===== config.mk =====
export PLATFORM = sky130hd
export DESIGN_NAME = numeric_literal_scanner
export DESIGN_NICKNAME = d
export VERILOG_FILES = /design/src/rtl/core/nls_pkg.sv /design/src/rtl/core/nls_step.sv /design/src/rtl/core/numeric_literal_scanner.sv
export SDC_FILE = /design/constraint.sdc
export NUM_CORES = 1
export LEC_CHECK = 0
export ABC_AREA = 1
export BUFFER_PORTS_ARGS = -buffer_cell sky130_fd_sc_hd__buf_2
export CAP_MARGIN = 20
export CORE_MARGIN = 10
export CORE_UTILIZATION = 30
export DETAILED_ROUTE_END_ITERATION = 10
export SETUP_SLACK_MARGIN = 0.3
export SLEW_MARGIN = 20
export SYNTH_ARGS = -nofsm -noshare
export SYNTH_HDL_FRONTEND = slang
export SYNTH_SLANG_ARGS = --single-unit

===== constraint.sdc =====
create_clock -name clk -period 4.57 [get_ports clk]
set_input_delay 0.2285 -clock clk [delete_from_list [all_inputs] [get_ports clk]]
set_output_delay 0.2285 -clock clk [all_outputs]
set_load 0.05 [all_outputs]

===== src/rtl/core/nls_pkg.sv =====
// ----------------------------------------------------------------------------
// nls_pkg
// Types, constants and character class helpers for the numeric literal
// scanner.
// ----------------------------------------------------------------------------
`timescale 1ns / 1ps

package nls_pkg;

	localparam int MAX_LITERAL_LENGTH_DEF = 64;

	localparam int CHAR_W = 8;
	localparam int LINE_W = 24;
	localparam int POS_W = 32;
	localparam int TLEN_W = 7;

	localparam int IN_DATA_W = 64;
	localparam int OUT_DATA_W = 104;
	localparam int OUT_USER_W = 1;

	localparam logic [CHAR_W-1:0] CH_UNDERSCORE = 8'h5F;
	localparam logic [CHAR_W-1:0] CH_ZERO = 8'h30;
	localparam logic [CHAR_W-1:0] CH_NINE = 8'h39;
	localparam logic [CHAR_W-1:0] CH_POINT = 8'h2E;
	localparam logic [CHAR_W-1:0] CH_LOWER_A = 8'h61;
	localparam logic [CHAR_W-1:0] CH_LOWER_Z = 8'h7A;
	localparam logic [CHAR_W-1:0] CH_UPPER_A = 8'h41;
	localparam logic [CHAR_W-1:0] CH_UPPER_Z = 8'h5A;

	typedef enum logic [4:0] {
		ST_IDLE  = 5'b00001,
		ST_ZERO  = 5'b00010,
		ST_INT   = 5'b00100,
		ST_POINT = 5'b01000,
		ST_FRAC  = 5'b10000
	} scan_state_t;

	typedef enum logic [1:0] {
		ERR_NONE     = 2'd0,
		ERR_TOO_LONG = 2'd1,
		ERR_NO_DIGIT = 2'd2
	} err_t;

	typedef struct packed {
		logic              token_done;
		logic [POS_W-1:0]  token_start;
		logic [POS_W-1:0]  token_end;
		logic [LINE_W-1:0] token_line;
		logic [TLEN_W-1:0] token_length;
		logic              has_fraction;
		logic              char_taken;
		err_t              error_code;
	} result_t;

	function automatic logic is_digit(input logic [CHAR_W-1:0] c);
		return (c >= CH_ZERO) && (c <= CH_NINE);
	endfunction

	function automatic logic is_word_char(input logic [CHAR_W-1:0] c);
		return (c == CH_UNDERSCORE) ||
			((c >= CH_LOWER_A) && (c <= CH_LOWER_Z)) ||
			((c >= CH_UPPER_A) && (c <= CH_UPPER_Z));
	endfunction

endpackage


===== src/rtl/core/nls_step.sv =====
// ----------------------------------------------------------------------------
// nls_step
// Next-state and result logic for one character: scanner transition, length
// check and token report.
// ----------------------------------------------------------------------------
`timescale 1ns / 1ps

module nls_step #(
	parameter int MAX_LITERAL_LENGTH = nls_pkg::MAX_LITERAL_LENGTH_DEF,
	localparam int LEN_W = $clog2(MAX_LITERAL_LENGTH + 1)
) (
	input  nls_pkg::scan_state_t            state,
	input  logic [nls_pkg::CHAR_W-1:0]      prev_char,
	input  logic [LEN_W-1:0]                lit_len,
	input  logic [nls_pkg::POS_W-1:0]       lit_start,
	input  logic [nls_pkg::CHAR_W-1:0]      char_code,
	input  logic [nls_pkg::LINE_W-1:0]      line_number,
	input  logic [nls_pkg::POS_W-1:0]       char_position,
	output nls_pkg::scan_state_t            state_nxt,
	output logic [LEN_W-1:0]                lit_len_nxt,
	output logic [nls_pkg::POS_W-1:0]       lit_start_nxt,
	output nls_pkg::result_t                result
);
	import nls_pkg::*;

	logic                    digit;
	logic                    full;
	logic [LEN_W+TLEN_W-1:0] len_ext;

	assign digit = is_digit(char_code);
	assign full = lit_len >= LEN_W'(MAX_LITERAL_LENGTH);
	assign len_ext = {{TLEN_W{1'b0}}, lit_len};

	always_comb begin
		state_nxt = state;
		lit_len_nxt = lit_len;
		lit_start_nxt = lit_start;
		result = '0;

		if (!is_word_char(prev_char)) begin
			// Each path below extends, closes or drops the literal, starts one from idle, or leaves the state as it is.
			case (state)
				ST_ZERO, ST_INT, ST_POINT, ST_FRAC: begin
					if ((state == ST_POINT) && !digit) begin
						result.error_code = ERR_NO_DIGIT;
						state_nxt = ST_IDLE;
					end else if (digit && (state == ST_ZERO)) begin
						state_nxt = ST_ZERO;
					end else if (digit || ((char_code == CH_POINT) &&
						(state == ST_ZERO || state == ST_INT))) begin
						if (full) begin
							result.error_code = ERR_TOO_LONG;
							state_nxt = ST_IDLE;
						end else begin
							lit_len_nxt = lit_len + LEN_W'(1);
							result.char_taken = 1'b1;
							if (!digit) begin
								state_nxt = ST_POINT;
							end else if (state == ST_INT) begin
								state_nxt = ST_INT;
							end else begin
								state_nxt = ST_FRAC;
							end
						end
					end else begin
						result.token_done = 1'b1;
						result.token_start = lit_start;
						result.token_end = char_position - POS_W'(1);
						result.token_line = line_number;
						result.token_length = len_ext[TLEN_W-1:0];
						result.has_fraction = (state == ST_FRAC);
						state_nxt = ST_IDLE;
					end
				end
				default: begin
					state_nxt = ST_IDLE;
					lit_len_nxt = '0;
					if (digit) begin
						lit_start_nxt = char_position;
						lit_len_nxt = LEN_W'(1);
						result.char_taken = 1'b1;
						state_nxt = (char_code == CH_ZERO) ? ST_ZERO : ST_INT;
					end
				end
			endcase
		end
	end

endmodule


===== src/rtl/core/numeric_literal_scanner.sv =====
// A word accepted is held in the input register, then moved to the result register, which drives the output.
// Throughput: one character word per cycle while the output is not stalled; the
// scanner state is updated as a word moves from the input register to the result
// register, so back-to-back words see each other's effect with no bubble.
// Reset (arst_n low) empties both registers and returns the scanner to idle
// with the previous character, literal length and start position cleared.
// ----------------------------------------------------------------------------
// numeric_literal_scanner
// Recognises decimal integer and fraction literals in a character stream and
// reports each completed literal by position, line, length and kind, flagging errors.
// ----------------------------------------------------------------------------
`timescale 1ns / 1ps

module numeric_literal_scanner #(
	parameter int MAX_LITERAL_LENGTH = nls_pkg::MAX_LITERAL_LENGTH_DEF
) (
	input  logic                             clk,
	input  logic                             arst_n,
	input  logic                             s_axis_tvalid,
	output logic                             s_axis_tready,
	// char_code[7:0], line_number[31:8], char_position[63:32]
	input  logic [nls_pkg::IN_DATA_W-1:0]    s_axis_tdata,
	output logic                             m_axis_tvalid,
	input  logic                             m_axis_tready,
	// token_start[31:0], token_end[63:32], token_line[87:64],
	// token_length[94:88], has_fraction[95], char_taken[96],
	// error_code[98:97], zero padding[103:99]
	output logic [nls_pkg::OUT_DATA_W-1:0]   m_axis_tdata,
	// token_done[0]
	output logic [nls_pkg::OUT_USER_W-1:0]   m_axis_tuser
);
	import nls_pkg::*;

	localparam int LEN_W = $clog2(MAX_LITERAL_LENGTH + 1);

	logic                 valid_s1;
	logic [CHAR_W-1:0]    char_s1;
	logic [LINE_W-1:0]    line_s1;
	logic [POS_W-1:0]     pos_s1;
	logic                 valid_s2;
	result_t              result_s2;

	scan_state_t          state_q;
	logic [CHAR_W-1:0]    prev_char_q;
	logic [LEN_W-1:0]     lit_len_q;
	logic [POS_W-1:0]     lit_start_q;

	scan_state_t          state_nxt;
	logic [LEN_W-1:0]     lit_len_nxt;
	logic [POS_W-1:0]     lit_start_nxt;
	result_t              result;

	logic                 advance;
	logic                 accept;

	assign advance = valid_s1 && (!valid_s2 || m_axis_tready);
	assign s_axis_tready = !valid_s1 || advance;
	assign accept = s_axis_tvalid && s_axis_tready;

	nls_step #(
		.MAX_LITERAL_LENGTH(MAX_LITERAL_LENGTH)
	) u_step (
		.state         (state_q),
		.prev_char     (prev_char_q),
		.lit_len       (lit_len_q),
		.lit_start     (lit_start_q),
		.char_code     (char_s1),
		.line_number   (line_s1),
		.char_position (pos_s1),
		.state_nxt     (state_nxt),
		.lit_len_nxt   (lit_len_nxt),
		.lit_start_nxt (lit_start_nxt),
		.result        (result)
	);

	always_ff @(posedge clk or negedge arst_n) begin
		if (!arst_n) begin
			valid_s1 <= 1'b0;
			valid_s2 <= 1'b0;
			state_q <= ST_IDLE;
			prev_char_q <= '0;
			lit_len_q <= '0;
			lit_start_q <= '0;
		end else begin
			if (accept) begin
				valid_s1 <= 1'b1;
			end else if (advance) begin
				valid_s1 <= 1'b0;
			end
			if (advance) begin
				valid_s2 <= 1'b1;
				state_q <= state_nxt;
				prev_char_q <= char_s1;
				lit_len_q <= lit_len_nxt;
				lit_start_q <= lit_start_nxt;
			end else if (m_axis_tready) begin
				valid_s2 <= 1'b0;
			end
		end
	end

	always_ff @(posedge clk) begin
		if (accept) begin
			char_s1 <= s_axis_tdata[CHAR_W-1:0];
			line_s1 <= s_axis_tdata[CHAR_W+LINE_W-1:CHAR_W];
			pos_s1 <= s_axis_tdata[CHAR_W+LINE_W+POS_W-1:CHAR_W+LINE_W];
		end
		if (advance) begin
			result_s2 <= result;
		end
	end

	assign m_axis_tvalid = valid_s2;
	assign m_axis_tuser = OUT_USER_W'(result_s2.token_done);
	assign m_axis_tdata = {
		5'b0,
		result_s2.error_code,
		result_s2.char_taken,
		result_s2.has_fraction,
		result_s2.token_length,
		result_s2.token_line,
		result_s2.token_end,
		result_s2.token_start
	};

endmodule


==> impl_results.rst, run 1 <==
.. list-table::
   :header-rows: 1

   * - Metric
     - Value
   * - Outcome
     - finished, final reports clean
   * - Buffer cell driving the clock tree root
     - clkbuf_16
   * - Met1 GRT Util
     - 0.145
   * - Worst hold slack across all endpoints
     - approximately 0.42 ns
   * - Number of pins with negative max-slew slack in the final report
     - 0
   * - Worst VDD drop
     - roughly 0.26 mV
   * - Core area
     - 0.0296 mm2
   * - Global routing's busiest layer
     - met2
   * - Count of yosys warnings during synthesis
     - 0
   * - Sequential fraction of the synthesis area
     - 0.699
   * - Final critical delay including setup and external delays
     - 2.77 ns
   * - Summed negative setup slack over all endpoints
     - 0 ns
   * - Area growth from synthesis to layout
     - 30.1%
   * - Initial antenna violation count
     - 3
   * - Setup repair after global routing missed its margin
     - no
   * - DIE WIDTH
     - 193 um
   * - Fraction of final layout cells sized beyond drive strength 1
     - 0.224
   * - Data arrival at the endpoint of the critical path
     - 3.21 ns
   * - Layout net count
     - 1130
   * - CTS Buffer Depth
     - 3
   * - Overflow left after global routing
     - 0
   * - Global-route wire length before repair
     - 35200 um
   * - Number of DRC violations after detailed-routing iteration 0
     - 334
   * - Number of endpoints failing setup at the final stage
     - 0
   * - Fraction of registers with async set/reset
     - 0.248
   * - Final Routed Wirelength
     - about 22000 um
   * - Source of the worst register-to-register timing path
     - m_axis_tvalid$_DFFE_PN0P_
   * - Total Routing Usage GR
     - 0.118
   * - Vias/cell
     - 4.21
   * - Number of antenna-violating nets in the routed design
     - 0
   * - Number of hold violations in the final report
     - 0
   * - Number of buffers inserted to repair setup after CTS
     - 0
   * - Pre-antenna DRT Iters
     - 4
   * - Post-layout total power
     - 5.62 mW
   * - Final routed wire length divided by cell count
     - 15.0 um
   * - Number of buffers inserted during clock tree synthesis
     - 24
   * - Clk Latency, worst-skew pair
     - about 0.52 ns
   * - Min-Delay Path Class
     - in -> reg
   * - Period utilisation layout
     - 0.606
   * - Critical Setup Path Class
     - reg -> reg
   * - TritonCTS sink count
     - 218
   * - # IOs
     - 175
   * - Reg clk slew, reported paths
     - roughly 0.060 ns
   * - Commonest cells in the synthesized netlist
     - edfxtp_1 (164), nand2_1 (162), nor2_1 (158)
   * - Total number of vias
     - 6195
   * - Flip-flop and latch count after synthesis
     - 218
   * - Routing usage on met3
     - 0.0345
   * - Number of flops mapped to enable cells by yosys
     - 164
   * - Half-perimeter wire length after placement
     - 14800 um
   * - Die ar.
     - 0.0372 mm2
   * - Post-route cell area
     - 0.0117 mm2
   * - Final clock skew
     - ~0.011 ns
   * - Htree depth
     - 1
   * - Height of the chip
     - 193 um
   * - Area share of the leading cell type in the synthesized netlist
     - 0.549
   * - Element type at the critical path start
     - register
   * - Pin count of the biggest net entering global routing
     - 79
   * - # Max-Cap Violations
     - 0
   * - Fraction of met2 tracks used by global routing
     - 0.201
   * - Average cell area after synthesis
     - between 10 and 15 um2
   * - Post-place instance area
     - 0.0102 mm2
   * - Largest area contributor in the synthesized netlist
     - edfxtp_1
   * - Hold Startpoint
     - s_axis_tdata[2]
   * - Most frequently used cell type in the post-synthesis netlist
     - edfxtp_1
   * - Area of the mapped netlist
     - 0.00897 mm2
   * - Top flip-flop cell by instance count after synthesis
     - edfxtp_1
   * - Leak
     - 5.09 nW
   * - Number of distinct library cell variants in the gate-level netlist after synthesis
     - 33
   * - Standard-cell row count
     - 63
   * - Slew headroom
     - 0.431
   * - DRC violation count after routing
     - 0
   * - Clock tree from TritonCTS
     - yes
   * - Cell Pwr Density
     - 481 mW/mm2
   * - Crit path setup slack, layout
     - about 1.8 ns
   * - Port Buffers
     - 169
   * - Post-place setup slack
     - 1.71 ns
   * - Cells resized by post-CTS repair
     - 0
   * - Via count of the first global-routing pass
     - 6571
   * - Peak Freq
     - 361 MHz
   * - Highest fanout seen on the critical path
     - 64
   * - Crit path capture type
     - register
   * - Final weighted congestion in routability-driven placement
     - 0.812
   * - Initial cell density of the core
     - 0.304
   * - Number of buffers added to fix hold violations after cts
     - 67
   * - Synth top area cells
     - edfxtp_1 (55%), dfrtp_1 (15%), nand2_1 (6.8%)
   * - Critical path data required time
     - between 5 and 6 ns
   * - Tightest Pin Transition
     - 0.854 ns
   * - Post-Syn Instances
     - 810
   * - Startpoint of the worst setup timing path
     - m_axis_tvalid$_DFFE_PN0P_
## cells by family after synthesis
family | synth area share
AND/OR/NAND/NOR | 0.178
flip-flops | 0.699
XOR/XNOR | 0.0195
adder cells (fa/ha/maj) | 0.00418
other | 0.000418
buffers and inverters | 0.0623
AO/OA/AOI/OAI | 0.0360
## through the flow
stage / utilization / cells
after floorplan: - / 814
after global placement: 0.345 / 1355
after detailed placement: 0.345 / 1355
after CTS: 0.394 / 1466
after global routing: 0.395 / 1469
final: 0.395 / 1470
## report_power, final
part           switching [mW]  internal (mW)  leakage (nW)
Clock                   0.800           1.13         0.391
Sequential              0.124           2.49          2.25
Combinational           0.801          0.264          2.44
## sequential cells by signal, indices dropped and copies added, names as in the netlist
| name | cells |
|---|---|
| pos_s1 | 32 |
| line_s1 | 24 |
| state_q | 5 |
| char_s1 | 8 |
| m_axis_tdata | 99 |
| lit_len_q | 7 |
| lit_start_q | 32 |
| valid_s1 | 1 |
| m_axis_tvalid | 1 |
| m_axis_tuser | 1 |
| prev_char_q | 8 |
## layer usage
layer,vias to the layer above,part of all wire
met5,-,0
met4,0,0.018
met3,36,0.076
met2,175,0.49
met1,2865,0.42
li1,3119,-
## worst max-delay path, stage by stage (launching register included)
cell,delay (ns)
dfrtp_1,0.39
nand2_1,0.09
nand2_1,0.26
inv_4,0.60
nand2_2,0.33
nor2_8,0.72
nand2_1,0.13
o21ai_1,0.12
## cell usage in the layout, fill, tap and decap left out, types with 11 or more instances in the layout
master           n
a21oi_1         14
buf_2          169
clkbuf_16       25
dfrtp_1         53
dlygate4sd3_1   67
edfxtp_1       164
inv_1           99
nand2_1        162
nand3_1         29
nor2_1         158
o21ai_0         12
o21ai_1         32
xor2_1          11
## final timing paths
path                       cells after the start                           to  slack [ns]
max reg2reg                                    7  lit_start_q[31]$_DFFE_PN0P_        1.80
max in group asynchronous                      3   lit_start_q[1]$_DFFE_PN0P_        3.59
min in group asynchronous                      3     lit_len_q[1]$_DFFE_PN0P_        0.44
max                                            7  lit_start_q[31]$_DFFE_PN0P_        1.80
min reg2reg                                    2   prev_char_q[7]$_DFFE_PN0P_        0.48
min                                            2         char_s1[2]$_DFFE_PP_        0.42
## cell type report
class,count,area (um2)
sequential,218,6280
clock buffer,29,651
inverter,104,394
timing repair buffer,241,1570
clock inverter,15,141
multi-input combinational,470,2150
tap,390,488
fill,2842,17900
antenna,3,7.51
Power figures use the tool's default switching activity.
==> inputs of run 2 (changes only) <==
- ABC_AREA: 1 -> 0
- clock period: 4.57 -> 2.7 ns (I/O delays scaled with it)
==> impl_results.rst, run 2 <==
.. list-table::
   :header-rows: 1

   * - Metric
     - Value
   * - Outcome
     - finished, final reports clean
   * - Slowest cell on the critical path
     - or4_4
   * - Clock tree from TritonCTS
     - yes
   * - Top flip-flop cell by instance count after synthesis
     - edfxtp_1
   * - Critical Setup Path Class
     - reg -> reg
   * - Slew headroom
     - 0.416 (-0.0143)
   * - Fraction of final layout cells sized beyond drive strength 1
     - 0.411 (+0.188)
   * - Final weighted congestion in routability-driven placement
     - 0.825 (+1.6%)
   * - End of the worst register-to-register path
     - m_axis_tdata[28]$_SDFFCE_PP0P_
   * - Commonest cells in the synthesized netlist
     - edfxtp_1 (164), and2_1 (61), dfrtp_1 (53)
   * - DIE WIDTH
     - 190 um (-1.4%)
   * - CTS Buffer Depth
     - 3 (unchanged)
   * - Number of flops mapped to enable cells by yosys
     - 164 (unchanged)
   * - DRC violation count after routing
     - 0 (unchanged)
   * - Port Buffers
     - 169 (unchanged)
   * - Final critical delay including setup and external delays
     - 2.43 ns (-0.345 ns)
   * - Startpoint of the worst setup timing path
     - state_q[4]$_DFFE_PN0P_
   * - Setup repair after global routing missed its margin
     - yes
   * - Core area
     - 0.0286 mm2 (-3.2%)
   * - Sequential fraction of the synthesis area
     - 0.722 (+0.0222)
   * - Largest area contributor in the synthesized netlist
     - edfxtp_1
   * - Most used cell along the critical path
     - or4_4
   * - Crit path setup slack, layout
     - 0.274 ns (-1.52 ns)
   * - Most frequently used cell type in the post-synthesis netlist
     - edfxtp_1
   * - Most used cells in the layout excluding fill and tap cells
     - buf_2 (169), edfxtp_1 (164), dlygate4sd3_1 (68)
   * - Data arrival at the endpoint of the critical path
     - 2.70 ns (-0.51 ns)
   * - Seq pwr share
     - 0.462 (-0.004)
   * - Die ar.
     - 0.0362 mm2 (-2.8%)
   * - Initial antenna violation count
     - 1 (-2)
   * - Slowest stage delay, CP
     - 0.51 ns (-0.21 ns)
   * - Flip-flop and latch count after synthesis
     - 218 (unchanged)
   * - Logic pwr share
     - 0.139 (-0.051)
   * - Critical path data required time
     - 2.97 ns (-2.04 ns)
   * - Element type at the critical path start
     - register
   * - Fraction of registers with async set/reset
     - 0.248 (unchanged)
   * - Leak
     - 4.90 nW (-3.7%)
   * - Clk Latency, worst-skew pair
     - 0.52 ns (about the same)
   * - Number of pins with negative max-slew slack in the final report
     - 0 (unchanged)
   * - Reg clk slew, reported paths
     - 0.06 ns (about the same)
   * - Vias/cell
     - 4.40 (+4.4%)
   * - Initial cell density of the core
     - 0.304 (about the same)
   * - Switching power
     - 2.32 mW (+35%)
   * - Area share of the leading cell type in the synthesized netlist
     - 0.566 (+0.0174)
   * - Crit path capture type
     - register
   * - Number of inserted diodes
     - 0 (-3)
   * - Number of antenna-violating nets in the routed design
     - 0 (unchanged)
   * - Number of buffers inserted during clock tree synthesis
     - 26 (+8.3%)
   * - Slack of the worst reg-to-reg path
     - 0.27 ns (-1.52 ns)
   * - Synth top area cells
     - edfxtp_1 (57%), dfrtp_1 (15%), mux2_2 (5.2%)
   * - Source of the worst register-to-register timing path
     - state_q[4]$_DFFE_PN0P_
   * - Area growth from synthesis to layout
     - 41.3%
   * - Via count of the first global-routing pass
     - 5793 (-12%)
   * - Period utilisation layout
     - 0.898 (+0.292)
   * - Peak Freq
     - 412 MHz (+14%)
   * - Final clock skew
     - 0.0123 ns (+0.00120 ns)
   * - # Max-Cap Violations
     - 0 (unchanged)
   * - # IOs
     - 175 (unchanged)
   * - Cell-by-cell trace of the critical path
     - buf_6, or3_4, or4_4, a21oi_4, or4_4, clkinv_8, buf_12, and2_1
   * - Relative contribution of the clock network to total power
     - 0.399 (+0.055)
   * - Final Routed Wirelength
     - 22400 um (+1.3%)
   * - Buffer cell driving the clock tree root
     - clkbuf_16
   * - Number of endpoints failing setup at the final stage
     - 0 (unchanged)
   * - Post-place setup slack
     - 0.0171 ns (-1.69 ns)
   * - Layout Utilization
     - 0.429 (+0.0342)
   * - Number of distinct library cell variants in the gate-level netlist after synthesis
     - 54 (+64%)
   * - Height of the chip
     - 190 um (-1.4%)
   * - Layout net count
     - 938 (-17%)
   * - Net Sw Frac
     - 0.259 (-0.0483)
   * - Count of yosys warnings during synthesis
     - 0 (unchanged)
   * - Cell Pwr Density
     - 730 mW/mm2 (+52%)
   * - Summed negative setup slack over all endpoints
     - 0 ns (unchanged)
   * - TritonCTS sink count
     - 218 (unchanged)
   * - Pre-antenna DRT Iters
     - 4 (unchanged)
   * - Average cell area after synthesis
     - 15.0 um2 (+35%)
   * - Worst Reg2Reg Path Length in Cells
     - 8 (+1)
   * - Min-Delay Path Class
     - in -> async
   * - Post-Syn Instances
     - 581 (-28%)
   * - Worst VDD drop
     - 0.487 mV (+89%)
   * - Post-layout total power
     - 8.97 mW (+60%)
   * - Overflow left after global routing
     - 0 (unchanged)
   * - Highest fanout seen on the critical path
     - 16 (-75%)
   * - Total number of vias
     - 5593 (-9.7%)
   * - Tightest Pin Transition
     - 0.875 ns (+0.0215 ns)
   * - Number of flip-flops under the largest register name
     - 99 (unchanged)
   * - Final routed wire length divided by cell count
     - 17.6 um (+17%)
   * - Total internal power
     - 6.64 mW (+71%)
   * - Total Routing Usage GR
     - 0.116 (-0.00205)
   * - Number of DRC violations after detailed-routing iteration 0
     - 243 (-27%)
   * - Leading cell type in the layout, fill and taps excluded
     - buf_2
   * - Htree depth
     - 1 (unchanged)
   * - Pin count of the biggest net entering global routing
     - 54 (-32%)
   * - Number of hold violations in the final report
     - 0 (unchanged)
   * - Global-route wire length before repair
     - 33500 um (-4.9%)
   * - Half-perimeter wire length after placement
     - 14700 um (-0.45%)
   * - Area of the mapped netlist
     - 0.00870 mm2 (-3.1%)
   * - Standard-cell row count
     - 62 (-1.6%)
==> run 2: changes by cell type after synthesis, sizes merged, moves of 16 or more <==
cell and change:
mux2 +40, nor2 -113, nand3 -24, nor4 +16, xnor2 +19, and2 +61
inv -89, nand2 -156, o21ai -35
==> run 2: critical path, delay by kind of cell, from the launching register on <==
kind                   cells  cell delay, ns
buffers and inverters      3            0.39
AO/OA/AOI/OAI              1            0.15
AND/OR/NAND/NOR            4            1.22
flip-flops                 1            0.39
==> run 2: worst max path at each step <==
stage | end | cells past startpoint
3_3_place_gp | m_axis_tdata[75]$_SDFFCE_PP0P_ | 7
2_1_floorplan | m_axis_tdata[0]$_SDFFCE_PP0P_ | 3
3_5_place_dp | m_axis_tdata[73]$_SDFFCE_PP0P_ | 7
4_1_cts | m_axis_tdata[73]$_SDFFCE_PP0P_ | 7
6_report | m_axis_tdata[28]$_SDFFCE_PP0P_ | 8
5_1_grt | m_axis_tdata[50]$_SDFFCE_PP0P_ | 8
==> run 2: repair_timing <==
item,4_1_cts,5_1_grt
endpoints found under the setup margin,97,130
hold endpoints to repair,95,0
cloned,1,4
hold buffers,68,0
gates resized for setup,14,40
pin swaps,1,24
buffers inserted,4,7
==> run 2: logic make-up after synthesis <==
group / after synthesis / share of synthesized area
flip-flops: 218 / 0.722
AND/OR/NAND/NOR: 204 / 0.132
buffers and inverters: 43 / 0.0262
AO/OA/AOI/OAI: 41 / 0.0322
multiplexers: 40 / 0.0518
XOR/XNOR: 31 / 0.0312
adder cells (fa/ha/maj): 3 / 0.00432
other: 1 / 0.000431
==> run 2: final cells by class <==
class | count | area (um2)
clock buffers | 35 | 736
clock inverters | 13 | 156
fillers | 2619 | 16300
inverters | 14 | 68.8
multi-input cells | 325 | 2540
flip-flops and latches | 218 | 6280
well taps | 384 | 480
repair buffers | 282 | 2030
==> run 2: power by group through the flow <==
stage	logic, mW	registers [mW]	clock network, mW
after floorplan	0.408	4.56	0
after global placement	1.11	4.21	0
after detailed placement	1.12	4.21	0
after CTS	1.22	4.14	3.70
after global routing	1.33	4.18	3.83
final	1.24	4.15	3.58
==> run 2: routing by layer <==
metal | track usage | share of wire | vias to the layer above
li1 | - | - | 2700
met1 | 0.141 | 0.42 | 2714
met2 | 0.198 | 0.49 | 146
met3 | 0.0333 | 0.068 | 31
met4 | 0.0330 | 0.018 | 2
met5 | 0 | 0.00058 | -
==> run 2: metrics by stage <==
| step | hold WS [ns] | area [um2] | instances |
|---|---|---|---|
| finish | 0.265 | 12300 | 1271 |
| detailed placement | 0.309 | 10300 | 1139 |
| global placement | 0.310 | 10300 | 1139 |
| global route | 0.302 | 12300 | 1271 |
| CTS | 0.280 | 12000 | 1260 |
| floorplan | -0.161 | 8890 | 585 |
